`config.mk`:
```
export PLATFORM = sky130hd
export DESIGN_NAME = rgb_to_nv21_rotating_converter
export DESIGN_NICKNAME = d
export VERILOG_FILES = /design/src/design/rnv21_pkg.sv /design/src/design/rnv21_color.sv /design/src/design/rgb_to_nv21_rotating_converter.sv
export SDC_FILE = /design/constraint.sdc
export NUM_CORES = 1
export LEC_CHECK = 0
export BUFFER_PORTS_ARGS = -buffer_cell sky130_fd_sc_hd__buf_2
export CAP_MARGIN = 20
export CORE_MARGIN = 4
export CORE_UTILIZATION = 50
export CTS_BUF_LIST = sky130_fd_sc_hd__clkbuf_8
export CTS_CLUSTER_DIAMETER = 50
export DETAILED_ROUTE_END_ITERATION = 16
export GPL_TIMING_DRIVEN = 0
export MAX_ROUTING_LAYER = met4
export PLACE_DENSITY = 0.71
export SLEW_MARGIN = 15
export SYNTH_ARGS = -nofsm -noshare
export SYNTH_HDL_FRONTEND = slang
export SYNTH_SLANG_ARGS = --single-unit
```
`constraint.sdc`:
```
create_clock -name clk -period 20.1 [get_ports clk]
set_clock_uncertainty 0.05 [all_clocks]
set_input_delay 4.02 -clock clk [delete_from_list [all_inputs] [get_ports clk]]
set_output_delay 4.02 -clock clk [all_outputs]
set_load 0.02 [all_outputs]
```
`src/design/rnv21_pkg.sv`:
```
`timescale 1ns / 1ps
// ----------------------------------------------------------------------------
// rnv21_pkg
// Shared types, constants and helpers for the RGB to NV21 rotating converter.
// ----------------------------------------------------------------------------
package rnv21_pkg;

  localparam int MAX_DIM  = 4096;
  localparam int DIM_W    = 13;               // register width for a dimension
  localparam int CNT_W    = 12;               // source column / row counters
  localparam int LADDR_W  = 24;
  localparam int CADDR_W  = 25;
  localparam int FSIZE_W  = 25;               // W*H, up to MAX_DIM squared

  localparam logic [DIM_W-1:0] DIM_MIN   = DIM_W'(2);
  localparam logic [DIM_W-1:0] DIM_MAX   = DIM_W'(MAX_DIM);
  localparam logic [DIM_W-1:0] WIDTH_RST  = DIM_W'(640);
  localparam logic [DIM_W-1:0] HEIGHT_RST = DIM_W'(480);
  localparam logic [FSIZE_W-1:0] FSIZE_RST = FSIZE_W'(640 * 480);

  localparam logic [7:0] LUMA_OFS   = 8'd16;
  localparam logic [7:0] CHROMA_OFS = 8'd128;

  typedef enum logic [1:0] {
    REG_WIDTH  = 2'd0,
    REG_HEIGHT = 2'd1,
    REG_FLIP   = 2'd2,
    REG_NONE   = 2'd3
  } cfg_reg_t;

  typedef struct packed {
    logic [7:0] red;
    logic [7:0] green;
    logic [7:0] blue;
  } rgb_pix_t;

  typedef struct packed {
    logic [LADDR_W-1:0] luma_address;
    logic [7:0]         luma_value;
    logic               chroma_valid;
    logic [CADDR_W-1:0] chroma_address;
    logic [7:0]         v_value;
    logic [7:0]         u_value;
    logic               frame_end;
  } nv21_res_t;

  typedef struct packed {
    logic [7:0] y;
    logic [7:0] v;
    logic [7:0] u;
  } yuv_t;

  // Dimension register as used: held within [2, MAX_DIM].
  function automatic logic [DIM_W-1:0] clamp_dim(input logic [DIM_W-1:0] d);
    logic [DIM_W-1:0] res;
    if (d < DIM_MIN) begin
      res = DIM_MIN;
    end else if (d > DIM_MAX) begin
      res = DIM_MAX;
    end else begin
      res = d;
    end
    return res;
  endfunction

endpackage

```
`src/design/rnv21_color.sv`:
```
`timescale 1ns / 1ps
// ----------------------------------------------------------------------------
// rnv21_color
// Shift-and-add RGB to YUV conversion, one pixel, combinational.
// ----------------------------------------------------------------------------
module rnv21_color import rnv21_pkg::*; (
  input  rgb_pix_t pix,
  output yuv_t     yuv
);

  // 10-bit modular sums; only the low byte is kept.
  logic [9:0] r, g, b;
  logic [9:0] y_sum, v_sum, u_sum;

  assign r = {2'b00, pix.red};
  assign g = {2'b00, pix.green};
  assign b = {2'b00, pix.blue};

  // g>>8 and b>>8 are always zero for 8-bit inputs.
  assign y_sum = (r >> 2) + (r >> 7) + (g >> 1) + (b >> 4) + (b >> 5)
               + {2'b00, LUMA_OFS};
  assign v_sum = (r >> 1) - (r >> 4) - (g >> 2) - (g >> 3) + (g >> 7)
               - (b >> 4) - (b >> 7) + {2'b00, CHROMA_OFS};
  assign u_sum = (b >> 1) - (b >> 4) - (r >> 3) - (r >> 6) - (r >> 7)
               - (g >> 2) - (g >> 5) - (g >> 7) + {2'b00, CHROMA_OFS};

  assign yuv.y = y_sum[7:0];
  assign yuv.v = v_sum[7:0];
  assign yuv.u = u_sum[7:0];

endmodule

```
`src/design/rgb_to_nv21_rotating_converter.sv`:
```
`timescale 1ns / 1ps
// ----------------------------------------------------------------------------
// rgb_to_nv21_rotating_converter
// RGB pixel stream to NV21 bytes, rotated 90 degrees clockwise, optional flip.
// ----------------------------------------------------------------------------
// Usage:
//   in_*  : one source RGB pixel per request, source raster order.
//   out_* : one result per pixel: luma byte and its address, plus the V/U
//           pair and its interleaved chroma address when both output
//           coordinates are even (chroma fields zero otherwise).
//   APB   : register 0 source width, 1 source height, 2 flip enable, at byte
//           offsets 0, 4, 8. Writing width or height restarts the frame.
// Pipeline: input register, then result register. Throughput: one pixel per
//   cycle while out_stall is low; each stage is a single register with all
//   of its work done in one pass, so nothing iterates.
// Stall: the result register holds while it is valid and out_stall is high;
//   an empty input register still takes one more pixel, after which in_stall follows.
// Reset: counters clear, width 640, height 480, flip off, both stages empty.
// ----------------------------------------------------------------------------
module rgb_to_nv21_rotating_converter import rnv21_pkg::*; (
  input  logic        clk,
  input  logic        rst_n,
  // pixel input
  input  logic        in_valid,
  output logic        in_stall,
  input  rgb_pix_t    in_data,
  // result output
  output logic        out_valid,
  input  logic        out_stall,
  output nv21_res_t   out_data,
  // configuration
  input  logic        psel,
  input  logic        penable,
  input  logic        pwrite,
  input  logic [3:0]  paddr,
  input  logic [31:0] pwdata,
  output logic [31:0] prdata,
  output logic        pready
);

  // --------------------------------------------------------------------------
  // Configuration registers
  // --------------------------------------------------------------------------
  logic [DIM_W-1:0]   width_r, height_r;
  logic               flip_r;
  logic [FSIZE_W-1:0] fsize_r;          // clamped W*H, chroma plane base
  logic               cfg_wr;
  cfg_reg_t           cfg_idx;
  logic [DIM_W-1:0]   wr_dim;
  logic [DIM_W-1:0]   fs_w, fs_h;
  logic [2*DIM_W-1:0] fs_prod;
  logic               restart;

  assign pready  = 1'b1;
  assign cfg_wr  = psel && penable && pwrite;
  assign cfg_idx = cfg_reg_t'(paddr[3:2]);
  assign wr_dim  = pwdata[DIM_W-1:0];
  assign restart = cfg_wr && ((cfg_idx == REG_WIDTH) || (cfg_idx == REG_HEIGHT));

  // Frame size follows the new dimension, so it is ready for the next pixel.
  always_comb begin
    fs_w = clamp_dim(width_r);
    fs_h = clamp_dim(height_r);
    if (cfg_wr && cfg_idx == REG_WIDTH) begin
      fs_w = clamp_dim(wr_dim);
    end
    if (cfg_wr && cfg_idx == REG_HEIGHT) begin
      fs_h = clamp_dim(wr_dim);
    end
  end
  assign fs_prod = {{DIM_W{1'b0}}, fs_w} * {{DIM_W{1'b0}}, fs_h};

  always_ff @(posedge clk) begin
    if (!rst_n) begin
      width_r  <= WIDTH_RST;
      height_r <= HEIGHT_RST;
      flip_r   <= 1'b0;
      fsize_r  <= FSIZE_RST;
    end else if (cfg_wr) begin
      unique case (cfg_idx)
        REG_WIDTH:  width_r  <= wr_dim;
        REG_HEIGHT: height_r <= wr_dim;
        REG_FLIP:   flip_r   <= pwdata[0];
        default:    ;
      endcase
      fsize_r <= fs_prod[FSIZE_W-1:0];
    end
  end

  always_comb begin
    unique case (cfg_idx)
      REG_WIDTH:  prdata = {{(32-DIM_W){1'b0}}, width_r};
      REG_HEIGHT: prdata = {{(32-DIM_W){1'b0}}, height_r};
      REG_FLIP:   prdata = {31'd0, flip_r};
      default:    prdata = 32'd0;
    endcase
  end

  // --------------------------------------------------------------------------
  // Source position and output coordinates (computed at accept)
  // --------------------------------------------------------------------------
  logic [DIM_W-1:0] w_eff, h_eff;
  logic [CNT_W-1:0] col_r, row_r, col_nxt, row_nxt;
  logic [CNT_W-1:0] col_c, row_c;       // counters held below the dimension
  logic [DIM_W-1:0] w_m1, h_m1;
  logic [DIM_W-1:0] ox_full, oy_full, col_inc, row_inc;
  logic             last_c;
  logic             in_acc;

  assign w_eff = clamp_dim(width_r);
  assign h_eff = clamp_dim(height_r);
  assign w_m1  = w_eff - DIM_W'(1);
  assign h_m1  = h_eff - DIM_W'(1);

  assign col_c = ({1'b0, col_r} >= w_eff) ? w_m1[CNT_W-1:0] : col_r;
  assign row_c = ({1'b0, row_r} >= h_eff) ? h_m1[CNT_W-1:0] : row_r;

  assign ox_full = h_m1 - {1'b0, row_c};
  assign oy_full = flip_r ? (w_m1 - {1'b0, col_c}) : {1'b0, col_c};
  assign last_c  = ({1'b0, col_c} == w_m1) && ({1'b0, row_c} == h_m1);

  assign col_inc = {1'b0, col_c} + DIM_W'(1);
  assign row_inc = {1'b0, row_c} + DIM_W'(1);

  always_comb begin
    col_nxt = col_r;
    row_nxt = row_r;
    if (in_acc) begin
      if (col_inc >= w_eff) begin
        col_nxt = '0;
        row_nxt = (row_inc >= h_eff) ? '0 : row_inc[CNT_W-1:0];
      end else begin
        col_nxt = col_inc[CNT_W-1:0];
        row_nxt = row_c;
      end
    end
  end

  always_ff @(posedge clk) begin
    if (!rst_n || restart) begin
      col_r <= '0;
      row_r <= '0;
    end else begin
      col_r <= col_nxt;
      row_r <= row_nxt;
    end
  end

  // --------------------------------------------------------------------------
  // Input register stage
  // --------------------------------------------------------------------------
  logic             a_vld_r;
  rgb_pix_t         a_pix_r;
  logic [CNT_W-1:0] a_ox_r, a_oy_r;
  logic             a_last_r;
  logic             out_load;

  assign out_load = !out_valid || !out_stall;
  assign in_stall = a_vld_r && !out_load;
  assign in_acc   = in_valid && !in_stall;

  always_ff @(posedge clk) begin
    if (!rst_n) begin
      a_vld_r <= 1'b0;
    end else if (!in_stall) begin
      a_vld_r <= in_valid;
    end
  end

  always_ff @(posedge clk) begin
    if (in_acc) begin
      a_pix_r  <= in_data;
      a_ox_r   <= ox_full[CNT_W-1:0];
      a_oy_r   <= oy_full[CNT_W-1:0];
      a_last_r <= last_c;
    end
  end

  // --------------------------------------------------------------------------
  // Color and addresses, into the result register
  // --------------------------------------------------------------------------
  yuv_t                     yuv;
  logic [CNT_W+DIM_W-1:0]   prod;        // oy * H
  logic                     cv;
  logic [LADDR_W-1:0]       luma_addr;
  logic [CADDR_W-1:0]       chroma_addr;
  nv21_res_t                res_nxt;
  logic                     out_vld_r;
  nv21_res_t                out_data_r;

  rnv21_color u_color (
    .pix (a_pix_r),
    .yuv (yuv)
  );

  assign prod = {{DIM_W{1'b0}}, a_oy_r} * {{CNT_W{1'b0}}, h_eff};
  assign cv   = !a_ox_r[0] && !a_oy_r[0];

  assign luma_addr = prod[LADDR_W-1:0] + {{(LADDR_W-CNT_W){1'b0}}, a_ox_r};
  // oy even whenever chroma is used, so (oy/2)*H equals (oy*H)/2.
  assign chroma_addr = fsize_r + CADDR_W'(prod[CNT_W+DIM_W-1:1])
                     + {{(CADDR_W-CNT_W){1'b0}}, a_ox_r};

  always_comb begin
    res_nxt.luma_address   = luma_addr;
    res_nxt.luma_value     = yuv.y;
    res_nxt.chroma_valid   = cv;
    res_nxt.chroma_address = cv ? chroma_addr : '0;
    res_nxt.v_value        = cv ? yuv.v : 8'd0;
    res_nxt.u_value        = cv ? yuv.u : 8'd0;
    res_nxt.frame_end      = a_last_r;
  end

  always_ff @(posedge clk) begin
    if (!rst_n) begin
      out_vld_r <= 1'b0;
    end else if (out_load) begin
      out_vld_r <= a_vld_r;
    end
  end

  always_ff @(posedge clk) begin
    if (out_load && a_vld_r) begin
      out_data_r <= res_nxt;
    end
  end

  assign out_valid = out_vld_r;
  assign out_data  = out_data_r;

endmodule

```
==> out/qor.yml, run 1 <==
post_synth_inst_count: 2946
clock_tree.root_cell: "sky130_fd_sc_hd__clkbuf_8"
netSwitchingPower_w: 0.00103
setup_repair_after_global_routing_missed_its_margin: "false"
core.rowCount: 83
cts_post_setup_buffers_inserted: 0
die_width_microns: 236
clkSinkCount: 199
count_of_flip_flops_with_a_built_in_enable_after_synthesis: 121
timing.critical_path.to_type: "flip-flop"
num_antenna_cells: 0
pin_count_of_the_biggest_net_entering_global_routing: 35
ant_nets: 0
worst_r2r_startpoint: "height_r[2]"
place.gp.congestion: 0.967
layout_cells_sized_above_1: 0.0712
leakage_nw: 13.5
yosysSeqAreaShare: 0.199
yosys.area.top_type: "sky130_fd_sc_hd__fa_1"
cap_violations: 0
yosysWarnings: 0
clkLatencyLatePin_ns: 0.57
tritoncts: "built"
max_slew.worst_pin.slew_ns: 1.10
timing.hold.ws_ns: 0.377
grt-ovfl-total: 0
post_drt_via_cell_ratio: 5.62
worst_path_dominant_cell_family: "adder cells"
crit_path_max_fanout: 10
cellInternalPower_w: 0.00115
synth_cell_types: 79
setup_violations: 0
final_common_cell: "sky130_fd_sc_hd__inv_1"
final_hold_viol_count: 0
swShare: 0.472
setup.worst_path.start: "psel"
remaining_drc_errors: 0
synth_flop_cell: "sky130_fd_sc_hd__edfxtp_1"
top_area_cell_type_share_of_the_netlist_area: 0.220
synth.top_cells.by_area: "sky130_fd_sc_hd__fa_1 (22%), sky130_fd_sc_hd__ha_1 (15%), sky130_fd_sc_hd__edfxtp_1 (14%)"
hpwl_mm: 63.0
synthArstFlopShare: 0
synth_area_sq_um: 26000
grt_pass1_wl_mm: 119
finalCritPeriodShare: 0.561
comb_power_share: 0.626
cp_data_required_time_ns: 20.52
post_cts_resize_count: 0
fmaxAchievable_mhz: 88.7
cts_bufs_inserted: 17
vias: 21400
initial_utilization: 0.507
floorplan.core_area_sq_um: 51400
routed_wire_length_per_instance_microns: 19.9
htree_levels: 4
finalNetCount: 3776
slew_headroom: 0.260
synth_seq_cells: 199
ctsLongestPathBuffers: 2
clkPwrFrac: 0.122
critical_path.most_common_cell: "sky130_fd_sc_hd__fa_1"
drt_first_pass_iters: 6
worst_setup_path_start_kind: "primary input"
hold_buffers: 0
worst_hold_path_type: "reg2reg"
hold_path.startpoint: "a_last_r"
port_buffers: 129
fin_tns_setup_ns: 0
leading_cell_types_in_the_layout_fill_and_taps_excluded: "sky130_fd_sc_hd__inv_1 (485), sky130_fd_sc_hd__nand2_1 (369), sky130_fd_sc_hd__ha_1 (305)"
avg_inst_size_synth_sq_um: 8.84
wl_mm: 75.8
design.portCount: 177
dr.first_iter.drc_count: 1416
maxSlewViolCount: 0
path_clk_slew_ns: 0.12
grt_util_all_layers: 0.279
die_area_sq_um: 55800
flow.area_growth_from_synthesis_pct: 8.08
pwr-share-seq: 0.252
grt_antenna_before_repair: 0
power.density_cell_area_nw_per_um2: 77.7
period_minus_slack_ns: 11.28
path_class: "in2reg"
vias_in_the_first_global_route: 21400
floorplan_die_height_microns: 236
critical_path.n_buffers_inverters: 6
vdd.ir_drop.worst_mv: 0.0544
worst_path_max_delay_cell: "sky130_fd_sc_hd__nor3_1"
worst_ep_arrival_time_ns: 11.70
status: "completed"
worst_path_largest_cell_delay_ns: 0.89
[metrics by stage]
step	utilization	instance area [sq um]	total power, W	cells	worst slack [ns]
2_1_floorplan	-	26100	0.00154	2964	9.76
3_3_place_gp	0.537	27600	0.00187	3773	7.55
3_5_place_dp	0.540	27800	0.00191	3779	8.32
4_1_cts	0.548	28100	0.00219	3811	8.94
5_1_grt	0.548	28100	0.00237	3811	8.36
6_report	0.548	28100	0.00219	3811	8.82
[registers in the layout, summed over array words and instances (netlist names)]
signal,cells
a_ox_r,12
fsize_r,25
row_r,12
width_r,13
a_pix_r,21
flip_r,1
a_vld_r,1
col_r,12
a_last_r,1
out_valid,1
out_data,75
height_r,13
a_oy_r,12
[path summary, 6_finish.rpt]
path / to / slack [ns] / cells after the start
setup / recovery: fsize_r[23] / 8.82 / 26
hold / removal: out_data[0] / 0.38 / 0
setup reg to reg: out_data[41] / 9.25 / 34
hold reg to reg: out_data[0] / 0.38 / 0
[power groups by stage]
stage | registers [W] | logic, W | clock network, W
2_1_floorplan | 0.000587 | 0.000955 | 0
3_3_place_gp | 0.000563 | 0.00130 | 0
3_5_place_dp | 0.000561 | 0.00135 | 0
4_1_cts | 0.000552 | 0.00136 | 0.000274
5_1_grt | 0.000556 | 0.00153 | 0.000288
6_report | 0.000552 | 0.00137 | 0.000266
[cells by family (layout without fill, tap and decap cells)]
group                    count (synthesis)  in the layout  synth area share
AO/OA/AOI/OAI                          451            451             0.112
XOR/XNOR                               134            134            0.0451
other                                    2             20          0.000288
multiplexers                            52             52            0.0205
AND/OR/NAND/NOR                        912            912             0.166
buffers and inverters                  605            772            0.0902
adder cells (fa/ha/maj)                591            591             0.366
flip-flops                             199            199             0.199
[worst register-to-register path, delay by kind of cell (launching register included)]
kind | cells | cell delay, ns
AO/OA/AOI/OAI | 10 | 2.77
XOR/XNOR | 1 | 0.13
adder cells (fa/ha/maj) | 8 | 3.63
buffers and inverters | 6 | 1.14
flip-flops | 1 | 0.40
AND/OR/NAND/NOR | 9 | 2.46
[Yosys cell counts (all sizes together), types with 5 or more instances]
library cell and count:
nand2b 16, clkbuf 90, nor3b 10, a221oi 6, o22ai 5, fa 286, o21a 26, nor3 45
edfxtp 121, nand2 369, and3 22, o21bai 17, or3 8, a2111oi 5, o211ai 16, xor2 49
nand4 12, nor4 16, ha 305, xnor2 85, mux2i 44, a31oi 8, a21oi 117, buf 28
a21boi 32, a211oi 18, nand3 61, a22o 9, nand3b 8, a21o 40, or2 9, o211a 5
and2 101, mux2 8, o31ai 7, o21ai 106, dfxtp 78, inv 486, nor2b 37, nor2 178
[routing by layer]
layer  wire length [microns]  vias up  share of wire  global-route usage
li1                        -     9959              -                   -
met4                    3150        0          0.042               0.107
met2                   35100      834           0.46               0.443
met1                   32300    10500           0.43               0.362
met3                    5260      159          0.069              0.0447
met5                       0        -              0                   -
[layout make-up]
class                      count  area, sq um
buffer                       118          522
sequential                   199         5190
clock inverter                13          133
multi-input combinational   2160        18600
fill                        4768        23300
timing repair buffer         135          761
clock buffer                  19          262
inverter                     487         1830
tap                          680          851
No activity file was read; power rests on OpenSTA's default activity.
==> run 2: changes to the inputs <==
--- a/config.mk
+++ b/config.mk
@@ -5,6 +5,7 @@
 export SDC_FILE = /design/constraint.sdc
 export NUM_CORES = 1
 export LEC_CHECK = 0
+export ABC_AREA = 1
 export BUFFER_PORTS_ARGS = -buffer_cell sky130_fd_sc_hd__buf_2
 export CAP_MARGIN = 20
 export CORE_MARGIN = 4
@@ -14,7 +15,7 @@
 export DETAILED_ROUTE_END_ITERATION = 16
 export GPL_TIMING_DRIVEN = 0
 export MAX_ROUTING_LAYER = met4
-export PLACE_DENSITY = 0.71
+export PLACE_DENSITY = 0.74
 export SLEW_MARGIN = 15
 export SYNTH_ARGS = -nofsm -noshare
 export SYNTH_HDL_FRONTEND = slang
==> constraint.sdc (replaced) <==
create_clock -name clk -period 9 [get_ports clk]
set_clock_uncertainty 0.05 [all_clocks]
set_input_delay 1.8 -clock clk [delete_from_list [all_inputs] [get_ports clk]]
set_output_delay 1.8 -clock clk [all_outputs]
set_load 0.02 [all_outputs]
==> run 2 against run 1 <==
  * Sequential share of layout area decreased by 0.21 points
  * Routed wire length decreased by 0.28%
  * First-iteration DRC count is 23% higher
  * Synthesized cell count is 12% higher
  * Final cell count grew 9.3%
  * Largest cell class unchanged
==> out/qor.yml, run 2 <==
design.portCount: 177
flow.area_growth_from_synthesis_pct: 8.00
fmaxAchievable_mhz: 118
power.density_cell_area_nw_per_um2: 172
timing.hold.ws_ns: 0.416
finalNetCount: 4130
clkLatencyLatePin_ns: 0.60
slew_headroom: 0.286
final_hold_viol_count: 0
drt_first_pass_iters: 6
final_common_cell: "sky130_fd_sc_hd__inv_1"
avg_inst_size_synth_sq_um: 7.99
timing.critical_path.to_type: "flip-flop"
period_minus_slack_ns: 8.50
remaining_drc_errors: 0
hold_buffers: 0
setup_repair_after_global_routing_missed_its_margin: "false"
grt_antenna_before_repair: 1
dr.first_iter.drc_count: 1737
htree_levels: 4
setup_violations: 0
yosys.area.top_type: "sky130_fd_sc_hd__fa_1"
tritoncts: "built"
floorplan.core_area_sq_um: 51700
clkSinkCount: 199
grt-ovfl-total: 0
leading_cell_types_in_the_layout_fill_and_taps_excluded: "sky130_fd_sc_hd__inv_1 (683), sky130_fd_sc_hd__nand2_1 (648), sky130_fd_sc_hd__ha_1 (305)"
synth.top_cells.by_area: "sky130_fd_sc_hd__fa_1 (22%), sky130_fd_sc_hd__ha_1 (14%), sky130_fd_sc_hd__edfxtp_1 (14%)"
cts_bufs_inserted: 17
grt_util_all_layers: 0.277
top_area_cell_type_share_of_the_netlist_area: 0.217
fin_tns_setup_ns: 0
finalCritPeriodShare: 0.944
cts_post_setup_buffers_inserted: 0
num_antenna_cells: 0
path_clk_slew_ns: 0.13
core.rowCount: 83
vias: 22300
postLayoutSetupSlackWorst_ns: 0.504
ant_nets: 0
max_slew.worst_pin.slew_ns: 1.07
floorplan_die_height_microns: 238
clock_tree.root_cell: "sky130_fd_sc_hd__clkbuf_8"
crit_path_max_fanout: 10
initial_utilization: 0.510
wl_mm: 75.6
finalCoreUtilization: 0.551
post_synth_most_frequent_cells: "sky130_fd_sc_hd__inv_1 (684), sky130_fd_sc_hd__nand2_1 (648), sky130_fd_sc_hd__ha_1 (305), sky130_fd_sc_hd__fa_1 (286), sky130_fd_sc_hd__nor2_1 (256)"
post_drt_via_cell_ratio: 5.35
hpwl_mm: 63.3
die_area_sq_um: 56500
vias_in_the_first_global_route: 21800
cap_violations: 0
maxSlewViolCount: 0
status: "completed"
synth_cell_types: 69
port_buffers: 131
ctsLongestPathBuffers: 2
fin_total_pwr_w: 0.00489
worst_path_largest_cell_delay_ns: 0.54
die_width_microns: 238
layout_cells_sized_above_1: 0.0967
count_of_flip_flops_with_a_built_in_enable_after_synthesis: 121
pin_count_of_the_biggest_net_entering_global_routing: 36
synth_flop_cell: "sky130_fd_sc_hd__edfxtp_1"
yosysSeqAreaShare: 0.197
leakage_nw: 14.6
worst_hold_path_type: "reg2reg"
path_class: "in2reg"
cp_data_required_time_ns: 9.51
worst_ep_arrival_time_ns: 9.00
synth_area_sq_um: 26400
post_synth_inst_count: 3301
synth_seq_cells: 199
worst_path_max_delay_cell: "sky130_fd_sc_hd__or4_1"
post_cts_resize_count: 0
number_of_flip_flops_in_the_largest_register: 75
synthArstFlopShare: 0
yosysWarnings: 0
num-fill-cells: 4855
pre_cts_slack_ns: -0.108
routed_wire_length_per_instance_microns: 18.2
yosys.cell_count.top_type: "sky130_fd_sc_hd__inv_1"
vdd.ir_drop.worst_mv: 0.180
grt_pass1_wl_mm: 119
worst_setup_path_start_kind: "primary input"
place.gp.congestion: 1.02
==> run 2: worst paths after layout <==
check,start,end,slack [ns],cells after the start
worst max-delay path,pwdata[1],fsize_r[21],0.50,32
worst max register to register,height_r[6],out_data[40],0.66,38
worst min register to register,a_last_r,out_data[0],0.42,0
worst min-delay path,a_last_r,out_data[0],0.42,0
==> run 2: stage by stage <==
stage          std cells  area (sq um)
5_1_grt             4165         28500
3_3_place_gp        4130         27900
3_5_place_dp        4135         28100
6_report            4165         28500
2_1_floorplan       3319         26400
4_1_cts             4167         28500
==> run 2: logic make-up (layout without fill, tap and decap cells) <==
logic type	Yosys count	in the layout	synth area share
flip-flops	199	199	0.197
AO/OA/AOI/OAI	493	493	0.105
other	2	20	0.000285
XOR/XNOR	89	89	0.0301
adder cells (fa/ha/maj)	591	591	0.362
buffers and inverters	806	972	0.121
AND/OR/NAND/NOR	1121	1121	0.185
==> run 2: metal layers <==
layer / global-route usage / vias up / part of all wire
met5: - / - / 0
met4: 0.104 / 0 / 0.042
met3: 0.0405 / 202 / 0.072
met2: 0.451 / 890 / 0.47
met1: 0.354 / 10500 / 0.42
li1: - / 10700 / -
==> run 2: report_power, final <==
group          leakage, nW  internal [W]  total (W)  switching (W)
sequential            1.80       0.00114    0.00121      0.0000636
clock                0.197      0.000206   0.000611       0.000405
combinational         12.6       0.00108    0.00308        0.00199
==> run 2: worst max-delay path, delay by kind of cell <==
kind	cells	cell delay [ns]
buffers and inverters	8	0.94
adders and majority gates	6	2.87
and+or+nand+nor	9	1.51
AOI/OAI and AO/OA	9	1.88
==> run 2: cell type report <==
type,instances,area (sq um),area share
buffer,90,490,0.0172
multi-input combinational,2314,18100,0.635
clock inverter,15,153,0.00536
inverter,714,2700,0.0947
sequential,199,5190,0.182
clock buffer,17,234,0.00822
tap,680,851,0.0299
timing repair buffer,136,773,0.0272
